$ cat src/design/qse_pkg.sv
// ----------------------------------------------------------------------------
// qse_pkg
// Shared types and defaults for the quicksort engine.
// ----------------------------------------------------------------------------
`default_nettype none

package qse_pkg;

	localparam int VALUE_W          = 32;
	localparam int MAX_ITEMS_DEF    = 64;
	localparam int DATA_WIDTH_DEF   = 32;

	// input word: one element, plus the mark that closes the set
	typedef struct packed {
		logic signed [VALUE_W-1:0] value;
		logic                      is_last;
	} item_word_t;

	// output word: one sorted element
	typedef struct packed {
		logic signed [VALUE_W-1:0] sorted_value;
		logic                      end_of_run;
		logic                      overflowed;
	} result_word_t;

endpackage

`default_nettype wire

$ cat src/design/qse_ram.sv
// ----------------------------------------------------------------------------
// qse_ram
// Generic single-write, single-read RAM with registered read data.
// ----------------------------------------------------------------------------
`default_nettype none

module qse_ram #(
	parameter int WIDTH = 32,
	parameter int DEPTH = 64
) (
	input  wire logic                     clk,
	input  wire logic                     we,
	input  wire logic [$clog2(DEPTH)-1:0] waddr,
	input  wire logic [WIDTH-1:0]         wdata,
	input  wire logic [$clog2(DEPTH)-1:0] raddr,
	output logic      [WIDTH-1:0]         rdata
);

	logic [WIDTH-1:0] mem_q [DEPTH];

	// read returns old data on a same-address write
	always_ff @(posedge clk) begin
		if (we) begin
			mem_q[waddr] <= wdata;
		end
		rdata <= mem_q[raddr];
	end

endmodule

`default_nettype wire

$ cat src/design/qse_sorter.sv
// ----------------------------------------------------------------------------
// qse_sorter
// Quicksort sequencer: Lomuto partition over the element RAM, pending
// ranges kept on a RAM-based stack.
// ----------------------------------------------------------------------------
`default_nettype none

module qse_sorter import qse_pkg::*; #(
	parameter int MAX_ITEMS  = MAX_ITEMS_DEF,
	parameter int DATA_WIDTH = DATA_WIDTH_DEF,
	localparam int AW = $clog2(MAX_ITEMS),
	localparam int CW = $clog2(MAX_ITEMS + 1)
) (
	input  wire logic                  clk,
	input  wire logic                  arst_n,
	input  wire logic                  start,
	input  wire logic [CW-1:0]         count,
	output logic                       done,
	output logic                       mem_we,
	output logic      [AW-1:0]         mem_waddr,
	output logic      [DATA_WIDTH-1:0] mem_wdata,
	output logic      [AW-1:0]         mem_raddr,
	input  wire logic [DATA_WIDTH-1:0] mem_rdata
);

	typedef enum logic [3:0] {
		S_IDLE,
		S_POP,
		S_POPW,
		S_PIV,
		S_RDJ,
		S_EVJ,
		S_SWI,
		S_SWW,
		S_FIN1,
		S_FIN2,
		S_PUSH2
	} state_t;

	state_t                  state_q;
	logic [CW-1:0]           sp_q;
	logic [AW-1:0]           lo_q, hi_q, i_q, j_q;
	logic [DATA_WIDTH-1:0]   pivot_q, aj_q;
	logic                    done_q;

	logic                    stk_we;
	logic [AW-1:0]           stk_waddr, stk_raddr;
	logic [2*AW-1:0]         stk_wdata, stk_rdata;
	logic [AW-1:0]           pop_lo, pop_hi;
	logic                    need_lo, need_hi, stk_room, take_it;
	logic [CW-1:0]           last_idx;

	assign pop_lo   = stk_rdata[2*AW-1:AW];
	assign pop_hi   = stk_rdata[AW-1:0];
	assign need_lo  = {1'b0, i_q} > ({1'b0, lo_q} + (AW+1)'(1));
	assign need_hi  = ({1'b0, i_q} + (AW+1)'(1)) < {1'b0, hi_q};
	assign stk_room = sp_q < CW'(MAX_ITEMS);
	assign take_it  = $signed(aj_q) <= $signed(pivot_q);
	assign last_idx = count - CW'(1);
	assign done     = done_q;

	qse_ram #(
		.WIDTH(2*AW),
		.DEPTH(MAX_ITEMS)
	) u_stack (
		.clk  (clk),
		.we   (stk_we),
		.waddr(stk_waddr),
		.wdata(stk_wdata),
		.raddr(stk_raddr),
		.rdata(stk_rdata)
	);

	always_comb begin
		mem_we    = 1'b0;
		mem_waddr = i_q;
		mem_wdata = pivot_q;
		mem_raddr = j_q;
		stk_we    = 1'b0;
		stk_waddr = sp_q[AW-1:0];
		stk_wdata = {lo_q, hi_q};
		stk_raddr = AW'(sp_q - CW'(1));
		unique case (state_q)
			S_IDLE: begin
				stk_waddr = '0;
				stk_wdata = {AW'(0), last_idx[AW-1:0]};
				stk_we    = start && (count >= CW'(2));
			end
			S_POPW: begin
				mem_raddr = pop_hi;
			end
			S_RDJ: begin
				mem_raddr = (j_q == hi_q) ? i_q : j_q;
			end
			S_EVJ: begin
				mem_raddr = i_q;
			end
			S_SWI: begin
				mem_we    = 1'b1;
				mem_waddr = j_q;
				mem_wdata = mem_rdata;
			end
			S_SWW: begin
				mem_we    = 1'b1;
				mem_waddr = i_q;
				mem_wdata = aj_q;
			end
			S_FIN1: begin
				mem_we    = 1'b1;
				mem_waddr = hi_q;
				mem_wdata = mem_rdata;
			end
			S_FIN2: begin
				mem_we    = 1'b1;
				mem_waddr = i_q;
				mem_wdata = pivot_q;
				stk_we    = (need_lo || need_hi) && stk_room;
				stk_wdata = need_lo ? {lo_q, AW'(i_q - AW'(1))} : {AW'(i_q + AW'(1)), hi_q};
			end
			S_PUSH2: begin
				stk_we    = stk_room;
				stk_wdata = {AW'(i_q + AW'(1)), hi_q};
			end
			default: begin
			end
		endcase
	end

	always_ff @(posedge clk or negedge arst_n) begin
		if (!arst_n) begin
			state_q <= S_IDLE;
			sp_q    <= '0;
			done_q  <= 1'b0;
			lo_q    <= '0;
			hi_q    <= '0;
			i_q     <= '0;
			j_q     <= '0;
			pivot_q <= '0;
			aj_q    <= '0;
		end else begin
			done_q <= 1'b0;
			unique case (state_q)
				S_IDLE: begin
					if (start) begin
						sp_q    <= (count >= CW'(2)) ? CW'(1) : CW'(0);
						state_q <= S_POP;
					end
				end
				S_POP: begin
					if (sp_q == '0) begin
						done_q  <= 1'b1;
						state_q <= S_IDLE;
					end else begin
						sp_q    <= sp_q - CW'(1);
						state_q <= S_POPW;
					end
				end
				S_POPW: begin
					lo_q    <= pop_lo;
					hi_q    <= pop_hi;
					i_q     <= pop_lo;
					j_q     <= pop_lo;
					state_q <= (pop_lo >= pop_hi) ? S_POP : S_PIV;
				end
				S_PIV: begin
					pivot_q <= mem_rdata;
					state_q <= S_RDJ;
				end
				S_RDJ: begin
					state_q <= (j_q == hi_q) ? S_FIN1 : S_EVJ;
				end
				S_EVJ: begin
					aj_q <= mem_rdata;
					if ($signed(mem_rdata) <= $signed(pivot_q)) begin
						if (i_q == j_q) begin
							i_q     <= i_q + AW'(1);
							j_q     <= j_q + AW'(1);
							state_q <= S_RDJ;
						end else begin
							state_q <= S_SWI;
						end
					end else begin
						j_q     <= j_q + AW'(1);
						state_q <= S_RDJ;
					end
				end
				S_SWI: begin
					state_q <= S_SWW;
				end
				S_SWW: begin
					i_q     <= i_q + AW'(1);
					j_q     <= j_q + AW'(1);
					state_q <= S_RDJ;
				end
				S_FIN1: begin
					state_q <= S_FIN2;
				end
				S_FIN2: begin
					if ((need_lo || need_hi) && stk_room) begin
						sp_q <= sp_q + CW'(1);
					end
					state_q <= (need_lo && need_hi) ? S_PUSH2 : S_POP;
				end
				S_PUSH2: begin
					if (stk_room) begin
						sp_q <= sp_q + CW'(1);
					end
					state_q <= S_POP;
				end
				default: begin
					state_q <= S_IDLE;
				end
			endcase
			// aj_q is also the compare operand held for the swap write
			if (state_q == S_SWI && !take_it) begin
				aj_q <= aj_q;
			end
		end
	end

endmodule

`default_nettype wire

$ cat src/design/quicksort_engine_core.sv
// ----------------------------------------------------------------------------
// quicksort_engine_core
// Load, quicksort in place, and stream out a set of signed elements.
// ----------------------------------------------------------------------------
// Words arrive on the item channel one per cycle and are written straight
// into the element RAM; a word whose is_last bit is set closes the set and
// starts the sort. Up to MAX_ITEMS elements are kept; later words of the same
// set are dropped and every result of that run carries overflowed = 1 (a
// dropped last word still starts the sort). The sort is quicksort with a
// Lomuto partition on the last element of each range, with pending ranges
// on a small RAM stack. All sort traffic goes through the single read and
// single write port of the element RAM. Each range starts with a stack pop,
// a stack read and a pivot read; each scanned element is read and compared,
// and a swap adds two RAM writes; the pivot is placed by a read and two
// writes, then one more stack write when both sides go back on the stack.
// The item channel is held off from the last word until the final result
// has been taken. Results then stream out in ascending order, one read at
// a time as a RAM read and then an output register load, waiting while the
// output is held; the largest carries end_of_run. Then a new set is taken.
// ----------------------------------------------------------------------------
`default_nettype none

module quicksort_engine_core import qse_pkg::*; #(
	parameter int MAX_ITEMS  = MAX_ITEMS_DEF,
	parameter int DATA_WIDTH = DATA_WIDTH_DEF
) (
	input  wire logic         clk,
	input  wire logic         arst_n,
	input  wire logic         item_valid,
	output logic              item_ready,
	input  wire item_word_t   item,
	output logic              result_valid,
	input  wire logic         result_ready,
	output result_word_t      result
);

	localparam int AW = $clog2(MAX_ITEMS);
	localparam int CW = $clog2(MAX_ITEMS + 1);

	typedef enum logic [1:0] {
		T_LOAD,
		T_SORT,
		T_EMIT
	} state_t;

	state_t                state_q;
	logic [CW-1:0]         count_q;      // elements held
	logic                  ovf_q;        // a word of this set was dropped
	logic                  start_q;      // one-cycle kick to the sorter
	logic [CW-1:0]         k_q;          // next element to read out
	logic                  rd_s1;        // readout RAM read in flight
	logic                  last_s1;      // ... and it is the largest element
	logic                  result_valid_q;
	result_word_t          result_q;

	logic                  item_fire, result_fire, emit_issue, has_room;
	logic                  sort_done;

	// element RAM port, shared between loader, sorter and readout
	logic                  ram_we;
	logic [AW-1:0]         ram_waddr, ram_raddr;
	logic [DATA_WIDTH-1:0] ram_wdata, ram_rdata;

	// sorter side of the RAM port
	logic                  srt_we;
	logic [AW-1:0]         srt_waddr, srt_raddr;
	logic [DATA_WIDTH-1:0] srt_wdata;

	assign item_ready   = (state_q == T_LOAD);
	assign item_fire    = item_valid && item_ready;
	assign result_valid = result_valid_q;
	assign result       = result_q;
	assign result_fire  = result_valid_q && result_ready;
	assign has_room     = count_q < CW'(MAX_ITEMS);

	// read the next element only when the output register will be free
	assign emit_issue = (state_q == T_EMIT) && !rd_s1 && (k_q < count_q)
		&& (!result_valid_q || result_fire);

	qse_ram #(
		.WIDTH(DATA_WIDTH),
		.DEPTH(MAX_ITEMS)
	) u_elements (
		.clk  (clk),
		.we   (ram_we),
		.waddr(ram_waddr),
		.wdata(ram_wdata),
		.raddr(ram_raddr),
		.rdata(ram_rdata)
	);

	qse_sorter #(
		.MAX_ITEMS (MAX_ITEMS),
		.DATA_WIDTH(DATA_WIDTH)
	) u_sorter (
		.clk      (clk),
		.arst_n   (arst_n),
		.start    (start_q),
		.count    (count_q),
		.done     (sort_done),
		.mem_we   (srt_we),
		.mem_waddr(srt_waddr),
		.mem_wdata(srt_wdata),
		.mem_raddr(srt_raddr),
		.mem_rdata(ram_rdata)
	);

	// RAM port ownership follows the phase
	always_comb begin
		ram_we    = 1'b0;
		ram_waddr = count_q[AW-1:0];
		ram_wdata = DATA_WIDTH'($unsigned(item.value));
		ram_raddr = k_q[AW-1:0];
		unique case (state_q)
			T_LOAD: begin
				ram_we = item_fire && has_room;
			end
			T_SORT: begin
				ram_we    = srt_we;
				ram_waddr = srt_waddr;
				ram_wdata = srt_wdata;
				ram_raddr = srt_raddr;
			end
			T_EMIT: begin
				ram_raddr = k_q[AW-1:0];
			end
			default: begin
			end
		endcase
	end

	always_ff @(posedge clk or negedge arst_n) begin
		if (!arst_n) begin
			state_q        <= T_LOAD;
			count_q        <= '0;
			ovf_q          <= 1'b0;
			start_q        <= 1'b0;
			k_q            <= '0;
			rd_s1          <= 1'b0;
			last_s1        <= 1'b0;
			result_valid_q <= 1'b0;
			result_q       <= '0;
		end else begin
			start_q <= 1'b0;
			rd_s1   <= emit_issue;
			unique case (state_q)
				T_LOAD: begin
					if (item_fire) begin
						if (has_room) begin
							count_q <= count_q + CW'(1);
						end else begin
							ovf_q <= 1'b1;
						end
						if (item.is_last) begin
							start_q <= 1'b1;
							state_q <= T_SORT;
						end
					end
				end
				T_SORT: begin
					if (sort_done) begin
						k_q     <= '0;
						state_q <= T_EMIT;
					end
				end
				T_EMIT: begin
					if (emit_issue) begin
						k_q     <= k_q + CW'(1);
						last_s1 <= (k_q + CW'(1)) == count_q;
					end
					// final word taken: start a new set
					if (result_fire && result_q.end_of_run) begin
						count_q <= '0;
						ovf_q   <= 1'b0;
						state_q <= T_LOAD;
					end
				end
				default: begin
					state_q <= T_LOAD;
				end
			endcase
			// output register: load wins, otherwise drain on accept
			if (rd_s1) begin
				result_valid_q        <= 1'b1;
				result_q.sorted_value <= VALUE_W'(ram_rdata);
				result_q.end_of_run   <= last_s1;
				result_q.overflowed   <= ovf_q;
			end else if (result_fire) begin
				result_valid_q <= 1'b0;
			end
		end
	end

endmodule

`default_nettype wire

$ cat config.mk
export PLATFORM = sky130hd
export DESIGN_NAME = quicksort_engine_core
export DESIGN_NICKNAME = d
export VERILOG_FILES = /design/src/design/qse_pkg.sv /design/src/design/qse_ram.sv /design/src/design/qse_sorter.sv /design/src/design/quicksort_engine_core.sv
export SDC_FILE = /design/constraint.sdc
export NUM_CORES = 2
export LEC_CHECK = 0
export BUFFER_PORTS_ARGS = -buffer_cell sky130_fd_sc_hd__buf_4
export CAP_MARGIN = 10
export CORE_ASPECT_RATIO = 1.25
export CORE_MARGIN = 5
export CORE_UTILIZATION = 25
export CTS_CLUSTER_SIZE = 24
export DETAILED_ROUTE_END_ITERATION = 12
export PLACE_DENSITY = 0.41
export SYNTH_ARGS = -nofsm -noshare
export SYNTH_HDL_FRONTEND = slang
export SYNTH_SLANG_ARGS = --single-unit
$ cat constraint.sdc
create_clock -name clk -period 6.1 [get_ports clk]
set_input_delay 0.61 -clock clk [delete_from_list [all_inputs] [get_ports clk]]
set_output_delay 0.61 -clock clk [all_outputs]
set_load 0.02 [all_outputs]
==> results.md <==
* Grt total ovfl at 0
* Port bufs at 72
* Iter 0 DRT Violations at 5927
* Die ar. at 494000 um2
* Synth unique cells at 88
* Clk_lat worst skew at 0.99 ns
* Worst min-delay path category: in2async
* Cell area after synthesis at 120000 um2
* Fmax at 186 MHz
* Gr busiest metal: met2
* CP max-delay cell: nor2_1
* TritonCTS sink count at 3015
* Total track usage at 15.8%
* Syn-to-layout area delta at 18.3%
* Top delay family on crit path: simple AND/OR/NAND/NOR gates
* CP Capture Type: flip-flop
* DP HPWL at 248000 um
* FP Rows at 284
* R2r startpoint: u_sorter.i_q[0]$_DFFE_PN0P_
* Status: completed
* Most used cell, CP: o21a_1
* Layout cells sized above 1 at 19.4%
* Gpl congestion at 0.808
* Initial antenna violation count at 11
* Unrepaired setup endpoints after global routing: no
* Most frequent cells in the layout: edfxtp_1, nand2_1, nand3_1
* Routed vias at 67853
* Final setup margin at 0.720 ns
* Worst Path Required at 6.65 ns
* Util after Layout at 29.7%
* Number of hold violations in the final report at 0
* Commonest non-fill, non-tap cell in the layout: edfxtp_1
* Pre-CTS setup slack at 0.888 ns
* Initial Utilization at 25.1%
* Synth Register Bits at 3015
* Cell area after layout at 142000 um2
* CP max FO at 12
* Placed Area at 131000 um2
* CTS tree: done
* Post-synth EDFFs at 2816
* Slew margin rel. at 13.2%
* First-pass GRT wire length at 561000 um
* H-tree depth at 5
* DRC at 0
* Max Slew Vio Count at 0
* CTS resizes at 0
* CP cell instances: inv_1 > ha_1 > ha_1 > a21boi_1 > o21a_1 > o21a_1 > o21a_1 > o21ai_1 > nand2_1 > a21oi_1 > o21ai_0 > or3_1 > nor2_1
* Inserted Clock Buffers at 332
* Worst-path clk slew at 0.06 ns
* Final min period at 5.38 ns
* Largest net degree at the start of global routing at 106
* Final Cycle Share at 88.2%
* Max incr delay on CP at 0.98 ns
* Ys flop type: edfxtp_1
* Sequential fraction of the synthesis area at 74.5%
* Drt pass-1 iters at 8
* WL/cell at 28.2 um
* Clk buf depth at 4
* Die width at 630 um
* Final net count at 7778
* Endpoints failing setup at 0
* # Post-CTS Setup Buffers at 0
* Core Region at 478000 um2
* Met3 usage at 1.77%
* Vias per std cell at 4.76
* Startpoint Class: flip-flop
* IO Pins at 73
* Routed Wire Length at 402000 um
* Bufs and invs on worst path at 1
* YS warnings at 0
* Antenna Nets Post-Route at 0
* Critical Path AT at 5.93 ns
* Met1 GRT Util at 20.3%
* Vias in the first global route at 69174
* Crit Path Class: reg2reg
* Setup Skew at 0.0909 ns
* Setup TNS at 0 ns
* Syn_nets at 7412
* Worst R2R Setup Slack at 0.72 ns
* CTS Root Buffer Type: clkbuf_16
* RR Endpoint: u_sorter.u_stack.mem_q[50][7]$_DFFE_PP_
* Slew at the pin closest to its max-slew limit at 1.30 ns
* Reg2Reg Depth at 13
* M2 GR Usage at 28.2%
* Max-Cap Viols at 0
* Avg Synthesized Cell Area at 16.4 um2
* Ys async rst share at 5.14%
* Cell count after synthesis at 7310
* Die height at 785 um
area by class of cell:
cell class,count,area [um2]
Antenna cell,12,30.0
Multi-Input combinational cell,3767,29400
Fill cell,47289,336000
Clock buffer,423,8870
Tap cell,6292,7870
Timing Repair Buffer,484,4550
Inverter,76,285
Clock inverter,173,1600
Sequential cell,3015,89300
logic make-up after synthesis:
family / share of synthesized area (%)
buffers and inverters: 2.16
xor gates and xnor gates: 0.326
adders and majority gates: 0.678
and+or+nand+nor: 7.15
muxes: 10.0
DFF: 74.5
AOI/OAI and AO/OA: 5.21
Yosys cell counts (63+ instances only):
cell,n,share of area (%)
inv_1,75,0.23
o22ai_1,74,0.39
nor2_1,241,0.75
nand2_1,1175,3.7
a31oi_1,119,0.62
o21ai_0,112,0.47
edfxtp_1,2816,70
mux2_2,66,0.62
buf_2,86,0.36
a211oi_1,63,0.39
clkbuf_1,228,0.71
a21oi_1,180,0.75
dfrtp_1,155,3.2
ha_1,65,0.68
mux4_2,370,6.9
mux2i_1,295,2.5
nand3_1,410,1.7
worst max-delay path by stage:
| stage | slack, ns | to | startpoint | cells past startpoint |
|---|---|---|---|---|
| 3_3_place_gp | 0.58 | u_elements.rdata[24]$_DFF_P_ | state_q[1]$_DFFE_PN0P_ | 10 |
| 5_1_grt | 0.44 | u_sorter.u_stack.mem_q[50][6]$_DFFE_PP_ | u_sorter.i_q[0]$_DFFE_PN0P_ | 13 |
| 3_5_place_dp | 0.89 | u_sorter.u_stack.mem_q[59][4]$_DFFE_PP_ | u_sorter.i_q[0]$_DFFE_PN0P_ | 13 |
| 6_report | 0.72 | u_sorter.u_stack.mem_q[50][7]$_DFFE_PP_ | u_sorter.i_q[0]$_DFFE_PN0P_ | 13 |
| 2_1_floorplan | 0.89 | u_sorter.u_stack.mem_q[0][6]$_DFFE_PP_ | u_sorter.lo_q[0]$_DFFE_PN0P_ | 11 |
| 4_1_cts | 0.80 | u_sorter.u_stack.mem_q[50][7]$_DFFE_PP_ | u_sorter.i_q[0]$_DFFE_PN0P_ | 13 |
worst register-to-register path, cell delays in order, from the launching register on:
cell      delay (ns)
dfrtp_1         0.74
inv_1           0.27
ha_1            0.46
ha_1            0.30
a21boi_1        0.14
o21a_1          0.20
o21a_1          0.17
o21a_1          0.17
o21ai_1         0.11
nand2_1         0.14
a21oi_1         0.24
o21ai_0         0.31
or3_1           0.72
nor2_1          0.99
per-layer routing:
| layer | share of wire, % | vias up |
|---|---|---|
| li1 | - | 29275 |
| met1 | 42 | 36377 |
| met2 | 52 | 1723 |
| met3 | 3.9 | 474 |
| met4 | 2.6 | 4 |
| met5 | 0.0067 | - |
sequential cells by signal, indices dropped and copies added, names as in the netlist, 2 cells and up:
name	flops
count_q	7
k_q	7
result	34
state_q	2
u_elements.mem_q	2048
u_elements.rdata	32
u_sorter.aj_q	32
u_sorter.hi_q	6
u_sorter.i_q	6
u_sorter.j_q	6
u_sorter.lo_q	6
u_sorter.pivot_q	32
u_sorter.sp_q	7
u_sorter.state_q	4
u_sorter.u_stack.mem_q	768
u_sorter.u_stack.rdata	12
stage by stage:
step                cells  hold slack [ns]
finish              14242            0.210
global route        14231            0.218
CTS                 14227            0.163
detailed placement  13626            0.467
global placement    13623            0.490
floorplan            7310            0.314
repair_timing:
action                                  4_1_cts  5_1_grt
hold buffers                                  5        0
endpoints found under the hold margin        53        0
endpoints found under the setup margin        0        0
Power is not shown: default switching activity piles up to over one toggle a cycle in this logic, so the estimate is an artifact.
